`config.mk`:
```
export PLATFORM = sky130hd
export DESIGN_NAME = kct_norm
export DESIGN_NICKNAME = d
export VERILOG_FILES = /design/src/hw/rtl/kct_pkg.sv /design/src/hw/rtl/kct_norm.sv
export SDC_FILE = /design/constraint.sdc
export NUM_CORES = 1
export LEC_CHECK = 0
export ABC_AREA = 0
export ABC_CLOCK_PERIOD_IN_PS = 2400
export BUFFER_PORTS_ARGS = -buffer_cell sky130_fd_sc_hd__buf_2
export CORE_MARGIN = 3
export CORE_UTILIZATION = 35
export DETAILED_ROUTE_END_ITERATION = 8
export PLACE_DENSITY = 0.83
export SLEW_MARGIN = 10
export SYNTH_ARGS = -nofsm -noshare
export SYNTH_HDL_FRONTEND = slang
export SYNTH_SLANG_ARGS = --single-unit
export TNS_END_PERCENT = 1
```
`constraint.sdc`:
```
create_clock -name vclk -period 2.4
set_clock_uncertainty 0.1 [all_clocks]
set_input_delay 0.36 -clock vclk [all_inputs]
set_output_delay 0.36 -clock vclk [all_outputs]
set_load 0.05 [all_outputs]
```
`src/hw/rtl/kct_pkg.sv`:
```
`timescale 1ns / 1ps

package kct_pkg;

	localparam int KEY_W     = 64;
	localparam int KEY_BYTES = 8;
	localparam int WORLD_W   = 32;
	localparam int VAL_W     = 32;
	localparam int MODE_W    = 3;
	localparam int STAT_W    = 2;

	typedef enum logic [MODE_W-1:0] {
		MODE_GET   = 3'd0,
		MODE_SET   = 3'd1,
		MODE_ADD   = 3'd2,
		MODE_TALLY = 3'd3,
		MODE_CLEAR = 3'd4
	} mode_t;

	typedef enum logic [STAT_W-1:0] {
		STAT_HIT  = 2'd0,
		STAT_MISS = 2'd1,
		STAT_FULL = 2'd2
	} status_t;

	typedef struct packed {
		logic [KEY_W-1:0]   name;
		logic [KEY_W-1:0]   sub;
		logic [WORLD_W-1:0] world;
	} rec_key_t;

	// write request into the record table
	typedef struct packed {
		logic             key_en;
		logic             val_en;
		rec_key_t         key;
		logic [VAL_W-1:0] value;
	} wr_req_t;

endpackage

```
`src/hw/rtl/kct_norm.sv`:
```
`timescale 1ns / 1ps

// Key canonical form: cut at the first zero byte, fold A..Z to lower case.
module kct_norm (
	input  logic [kct_pkg::KEY_W-1:0] key_in,
	output logic [kct_pkg::KEY_W-1:0] key_out
);

	logic       live;
	logic [7:0] b;

	always_comb begin
		live    = 1'b1;
		b       = '0;
		key_out = '0;
		for (int i = 0; i < 8; i++) begin
			b = key_in[8*i +: 8];
			if (b == 8'h00 || i >= kct_pkg::KEY_BYTES) begin
				live = 1'b0;
			end
			if (live) begin
				if (b >= 8'h41 && b <= 8'h5A) begin
					b = b + 8'h20;
				end
				key_out[8*i +: 8] = b;
			end
		end
	end

endmodule

```
==> results of run 1 <==
[per-layer routing]
| metal | share of wire [%] | vias up | GRT usage, % |
|---|---|---|---|
| li1 | - | 894 | - |
| met5 | 0 | - | 0 |
| met2 | 52 | 71 | 37.1 |
| met4 | 0.45 | 0 | 1.21 |
| met3 | 6.4 | 2 | 1.03 |
| met1 | 41 | 785 | 23.0 |
[power by group through the flow]
| stage | logic, uW | registers (uW) | clock network [uW] |
|---|---|---|---|
| 5_1_grt | 584 | 0 | 0 |
| 2_1_floorplan | 347 | 0 | 0 |
| 6_report | 548 | 0 | 0 |
| 4_1_cts | 523 | 0 | 0 |
| 3_3_place_gp | 511 | 0 | 0 |
| 3_5_place_dp | 517 | 0 | 0 |
[worst max-delay path, stage by stage]
cell and delay (ns):
buf_2 0.11, or4_4 0.55, nor2_4 0.14, a22o_4 0.16, nor4_4 0.05, buf_4 0.17
and2_1 0.15, buf_2 0.20
[per-stage QoR]
step                      power [uW]  cell area [um^2]  hold slack [ns]  cells  setup slack (ns)
after global placement           511              1840            0.929    334            -0.173
after CTS                        523              1880            0.932    334          -0.00409
after floorplan                  347              1090            0.845    167            -0.305
after global routing             584              2010            0.938    336           -0.0302
after detailed placement         517              1840            0.932    334            -0.251
final                            548              2010            0.932    336            0.0214
[what timing repair did]
item                                    4_1_cts  5_1_grt
setup buffers                                 0        2
resized for setup                             7       56
pin swaps                                     0        3
endpoints found under the setup margin       15       51
[cell families (layout without fill, tap and decap cells)]
kind of cell / Yosys count / count (layout) / share of synthesized area, %
simple gates: 106 / 106 / 56.9
compound gates: 40 / 40 / 27.4
buf+inv: 13 / 151 / 6.54
fa+ha+maj: 8 / 8 / 9.17
[worst paths after layout]
kind	from	end	slack (ns)	cells past startpoint
setup / recovery	key_in[8]	key_out[59]	0.02	8
hold / removal	key_in[0]	key_out[0]	0.93	2
[Yosys cell counts, types with 2 or more instances]
library cell,n
nand2_1,16
o22ai_1,3
nor2_1,10
o41ai_1,3
and2_1,35
nor2_2,2
nor3b_1,6
buf_6,3
or3b_1,2
nor4_1,6
or4_1,5
a21o_1,3
nor3_1,10
nand2b_1,2
ha_1,8
inv_1,5
clkbuf_1,5
a21oi_1,9
o2111a_1,2
nor2b_1,2
and3_1,3
o21a_1,8
[cell type report]
| type | count | share of cell area (%) |
|---|---|---|
| multi-input combinational | 154 | 54.0 |
| timing repair buffer | 146 | 43.1 |
| tap | 31 | 1.93 |
| inverter | 5 | 0.936 |
==> results.json, run 1 <==
{
  "fp.dieW_um": 61.8,
  "layout_commonest_cell": "buf_2",
  "p_per_area_mw_per_mm2": 273,
  "crit_type": "primary input to primary output",
  "p_int_uw": 177,
  "yosys.area.top_type": "and2_1",
  "first_pass_iters": 4,
  "ant_nets": 0,
  "comb_power_share_pct": 100.0,
  "yosysUniqueCellTypes": 41,
  "place.gp.congestion": 0.767,
  "yosys-top-cells-area": "and2_1 (20%), ha_1 (9.2%), nand2_1 (5.5%)",
  "p_leak_uw": 0.00103,
  "fin_crit_sh_pct": 99.1,
  "worst_pin_slew_ns": 0.490,
  "start_util_pct": 38.2,
  "maxCapViolations": 0,
  "post_drt_wl_per_cell_um": 12.5,
  "slew_headroom_pct": 67.0,
  "gr-total-overflow": 0,
  "start_kind": "primary input",
  "grt_pass1_wl_um": 5820,
  "synthesis.area_mm2": 0.00109,
  "cts_hold_buf": 0,
  "vias_per_cell": 5.21,
  "status": "completed",
  "finalHoldViolCount": 0,
  "power_frac_clock_pct": 0,
  "row_count": 19,
  "first_global_vias": 1456,
  "grt_max_degree": 17,
  "top_level_ports": 128,
  "ys_warn_count": 0,
  "p_sw_uw": 371,
  "syn2layout_area_growth_pct": 83.8,
  "cp.arrival_ns": 1.92,
  "die_y_um": 61.8,
  "period_needed_ns": 2.38,
  "layout_common_cells": "buf_2 (106), and2_1 (35), buf_4 (31)",
  "antenna_found_initial": 0,
  "dpl.hpwl_um": 3480,
  "ir_drop_uv": 166,
  "route.vias.total": 1752,
  "seq_power_share_pct": 0,
  "seq_area_frac_synth_pct": 0,
  "die-area_mm2": 0.00382,
  "hold_path.class": "primary input to primary output",
  "drive_gt1_share_pct": 52.8,
  "finalSetupViolCount": 0,
  "synthCells": 167,
  "routed_wl_um": 4210,
  "final.fill_count": 240,
  "port_buffers": 128,
  "fin_nets": 379,
  "maxSlewViolCount": 0,
  "switching_share_pct": 67.7,
  "cp_max_fo": 10,
  "nClkBuffers": 0,
  "drc": 0,
  "fmax_ghz": 0.420,
  "grt_usage_pct": 18.8,
  "rsz0062_at_grt": "true",
  "yosys.area.top_type_share_pct": 20.1,
  "drt-initial-drc-count": 49,
  "coreArea_mm2": 0.00285,
  "synth_nets": 239,
  "utilization_pct": 70.3,
  "flops_and_latches": 0,
  "end_kind": "primary output",
  "n_antenna_cell": 0,
  "fin_tns_setup_ns": 0,
  "multiInputGateArea_mm2": 0.00108,
  "synth.avg_cell_area_um2": 6.53,
  "worstPathRequired_ns": 1.94,
  "regArea_um2": 0
}
Power figures use the tool's default switching activity.
==> run 2, diff against run 1 <==
- PLACE_DENSITY: 0.83 -> 0.84
==> run 2 against run 1 <==
Final cell count rose by 2.4%. Core utilization rose by 0.18 points. Via count is 0.63% higher.
==> results.json, run 2 (synthesized netlist as in run 1, its figures left out) <==
{
  "status": "completed",
  "maxSlewViolCount": 0,
  "first_pass_iters": 4,
  "p_leak_uw": 0.00106,
  "cts_hold_buf": 0,
  "antenna_found_initial": 0,
  "cp.arrival_ns": 1.92,
  "fmax_ghz": 0.421,
  "dpl.cell_count": 341,
  "grt_max_degree": 17,
  "finalSetupViolCount": 0,
  "start_util_pct": 38.2,
  "hp-start": "key_in[0]",
  "dp_slack_ns": -0.260,
  "coreArea_mm2": 0.00285,
  "post_drt_wl_per_cell_um": 12.7,
  "die_y_um": 61.8,
  "ir_drop_uv": 157,
  "setup_ws_ns": 0.0233,
  "fp.dieW_um": 61.8,
  "hold_path.class": "primary input to primary output",
  "die-area_mm2": 0.00382,
  "routed_wl_um": 4360,
  "worstPathRequired_ns": 1.94,
  "vias_per_cell": 5.13,
  "worst_pin_slew_ns": 0.560,
  "place.gp.congestion": 0.810,
  "layout_commonest_cell": "buf_2",
  "worstHoldPathCells": 2,
  "gr-total-overflow": 0,
  "multiInputGateArea_mm2": 0.00108,
  "row_count": 19,
  "top_level_ports": 128,
  "drc": 0,
  "regArea_um2": 0,
  "drt-initial-drc-count": 51,
  "slew_headroom_pct": 62.7,
  "p_per_area_mw_per_mm2": 270,
  "route.vias.total": 1763,
  "fin_nets": 387,
  "rsz0062_at_grt": "true",
  "n_antenna_cell": 0,
  "crit_type": "primary input to primary output",
  "syn2layout_area_growth_pct": 84.3,
  "dpl.hpwl_um": 3660,
  "start_kind": "primary input",
  "port_buffers": 128,
  "ant_nets": 0,
  "finalHoldViolCount": 0,
  "layout_common_cells": "buf_2 (114), buf_4 (39), and2_1 (35)",
  "maxCapViolations": 0,
  "flops_and_latches": 0,
  "cp_max_fo": 10,
  "end_kind": "primary output",
  "period_needed_ns": 2.38,
  "final.fill_count": 257,
  "min_to": "key_out[0]",
  "first_global_vias": 1574,
  "grt_usage_pct": 20.2,
  "grt_pass1_wl_um": 6240,
  "nClkBuffers": 0,
  "stdcell_count": 344,
  "drive_gt1_share_pct": 53.7,
  "utilization_pct": 70.5,
  "fin_crit_sh_pct": 99.0
}
## run 2: cell count changes in the layout (fill, tap and decap cells not counted), sizes merged
cell,delta
buf,+8
## run 2: cell type report
| type | instances | area share (%) |
|---|---|---|
| tap | 31 | 1.93 |
| multi-input combinational | 154 | 53.6 |
| timing repair buffer | 154 | 43.5 |
| inverter | 5 | 0.933 |
## run 2: power breakdown
group	internal [uW]	switching [uW]	leakage, uW
sequential	0	0	0
clock	0	0	0
combinational	173	370	0.00106
total	173	370	0.00106
## run 2: worst max-delay path, cell delays in order
cell and delay (ns):
buf_2 0.12, or4_4 0.54, nor2_2 0.15, a22o_4 0.16
nor4_4 0.05, buf_4 0.17, and2_1 0.15, buf_2 0.20
## run 2: timing repair
| action | in CTS | in global routing |
|---|---|---|
| endpoints found under the setup margin | 42 | 49 |
| pin swaps | 0 | 3 |
| endpoints found under the hold margin | 0 | 0 |
| gates resized for setup | 14 | 20 |
| buffers inserted | 0 | 3 |
## run 2: how the worst max path moves through the flow
| stage | end | slack [ns] | cells after the start | from |
|---|---|---|---|---|
| 2_1_floorplan | key_out[45] | -0.31 | 5 | key_in[1] |
| 3_3_place_gp | key_out[62] | -0.14 | 7 | key_in[0] |
| 3_5_place_dp | key_out[62] | -0.26 | 7 | key_in[0] |
| 4_1_cts | key_out[62] | -0.005 | 7 | key_in[0] |
| 5_1_grt | key_out[58] | -0.05 | 8 | key_in[8] |
| 6_report | key_out[58] | 0.02 | 8 | key_in[8] |
## run 2: metrics by stage
step / power (uW) / TNS (ns) / area [um^2] / hold slack (ns)
2_1_floorplan: 347 / -0.916 / 1090 / 0.845
3_3_place_gp: 520 / -2.13 / 1890 / 0.929
3_5_place_dp: 525 / -4.10 / 1890 / 0.933
4_1_cts: 533 / -0.00466 / 1940 / 0.934
5_1_grt: 579 / -1.13 / 2010 / 0.944
6_report: 543 / 0 / 2010 / 0.934
## run 2: per-layer routing
layer / track usage [%] / share of wire [%] / up-vias
li1: - / - / 911
met1: 24.3 / 38 / 773
met2: 39.0 / 54 / 73
met3: 1.65 / 7.1 / 6
met4: 3.64 / 1.3 / 0
met5: 0 / 0 / -
==> run 3, diff against run 2 <==
- CORE_MARGIN: 3 -> 4
==> run 3 against run 2 <==
The run now ends with negative setup slack left. Design area shrank 3.9%. Largest power group unchanged. Sequential share of layout area is the same. Flip-flop and latch count is the same. Hold slack lost 0.0032 ns. Combinational power shrank 1%. Global-route usage shrank 1.7 points. Final cell count shrank 0.58%. Core utilization shrank 3.3 points. Via count shrank 2.3%. Die area grew 6.6%.
==> results.json, run 3 (synthesized netlist as in run 1, its figures left out) <==
{
  "status": "finished, violations left",
  "violations": "negative setup slack",
  "cts_hold_buf": 0,
  "finalSetupViolCount": 6,
  "layout_commonest_cell": "buf_2",
  "cp.arrival_ns": 1.95,
  "top_level_ports": 128,
  "drc": 0,
  "critPathLaunch": "key_in[8]",
  "coreArea_mm2": 0.00288,
  "cp_max_fo": 16,
  "crit_type": "primary input to primary output",
  "drive_gt1_share_pct": 51.0,
  "setup_ws_ns": -0.00917,
  "port_buffers": 128,
  "first_global_vias": 1622,
  "fin_crit_sh_pct": 100,
  "gr-total-overflow": 0,
  "grt_usage_pct": 18.5,
  "dpl.hpwl_um": 3550,
  "p_sw_uw": 368,
  "start_kind": "primary input",
  "dp_slack_ns": -0.193,
  "stdcell_count": 342,
  "fin_area_mm2": 0.00193,
  "layout_common_cells": "buf_2 (111), and2_1 (35), nand2_1 (16), buf_4 (16), nor3_1 (10)",
  "worstPathRequired_ns": 1.94,
  "maxCapViolations": 0,
  "grt_max_degree": 17,
  "place_area_mm2": 0.00183,
  "maxSlewViolCount": 0,
  "worst_pin_slew_ns": 0.508,
  "p_per_area_mw_per_mm2": 277,
  "fmax_ghz": 0.415,
  "switching_share_pct": 68.8,
  "rsz0062_at_grt": "true",
  "fin_nets": 374,
  "start_util_pct": 37.9,
  "dpl.cell_count": 342,
  "drt-initial-drc-count": 67,
  "seq_power_share_pct": 0,
  "route.vias.total": 1722,
  "post_drt_wl_per_cell_um": 12.3,
  "post_cts_buffers": 0,
  "place.gp.congestion": 0.757,
  "crit_path_end": "key_out[34]",
  "antenna_found_initial": 0,
  "flops_and_latches": 0,
  "slew_headroom_pct": 65.8,
  "vias_per_cell": 5.04,
  "period_needed_ns": 2.41,
  "ir_drop_uv": 146,
  "utilization_pct": 67.2,
  "end_kind": "primary output",
  "first_pass_iters": 4,
  "syn2layout_area_growth_pct": 77.2,
  "die_y_um": 63.8,
  "fp.dieW_um": 63.8,
  "p_leak_uw": 0.000994,
  "comb_power_share_pct": 100.0,
  "p_int_uw": 167,
  "fin_tns_setup_ns": -0.0304,
  "n_antenna_cell": 0,
  "row_count": 19,
  "hold_path.class": "primary input to primary output",
  "nClkBuffers": 0,
  "regArea_um2": 0,
  "routed_wl_um": 4220,
  "ant_nets": 0,
  "finalHoldViolCount": 0,
  "grt_pass1_wl_um": 6690,
  "power_frac_clock_pct": 0,
  "die-area_mm2": 0.00407
}
-- run 3: worst max-delay path, cell delays in order --
cell and delay [ns]:
buf_2 0.11, or4_4 0.54, nor2_2 0.16, a22o_4 0.18
nor3_2 0.05, buf_4 0.17, and2_1 0.16, buf_2 0.20
-- run 3: layer usage --
metal	vias up	routed length (um)	share of wire (%)	global-route usage, %
met5	-	0	0	0
met1	771	1580	37	22.0
met2	66	2310	55	36.0
met4	0	23	0.54	1.89
li1	883	-	-	-
met3	2	312	7.4	2.28
-- run 3: how the worst min path moves through the flow --
stage	startpoint	endpoint	slack [ns]	cells past startpoint
detailed placement	key_in[0]	key_out[0]	0.93	2
global placement	key_in[1]	key_out[1]	0.93	2
floorplan	key_in[14]	key_out[14]	0.85	2
global route	key_in[1]	key_out[1]	0.94	2
finish	key_in[0]	key_out[0]	0.93	2
CTS	key_in[0]	key_out[0]	0.93	2
-- run 3: through the flow --
step,hold WS (ns),total power (uW)
6_report,0.931,535
5_1_grt,0.945,570
4_1_cts,0.931,523
3_5_place_dp,0.931,515
3_3_place_gp,0.931,510
2_1_floorplan,0.845,347
-- run 3: cell type report --
cell class,instances,area (um^2)
fill,267,943
inverter,5,18.8
multi-input combinational,154,1060
tap,42,52.6
timing repair buffer,141,800
-- run 3: power by group through the flow --
stage	sequential [uW]	combinational, uW	clock (uW)
CTS	0	523	0
global route	0	570	0
global placement	0	510	0
finish	0	535	0
floorplan	0	347	0
detailed placement	0	515	0
-- run 3: repair_timing --
item,CTS,global route
endpoints found under the setup margin,28,49
gates resized for setup,13,19
pin swaps,0,2
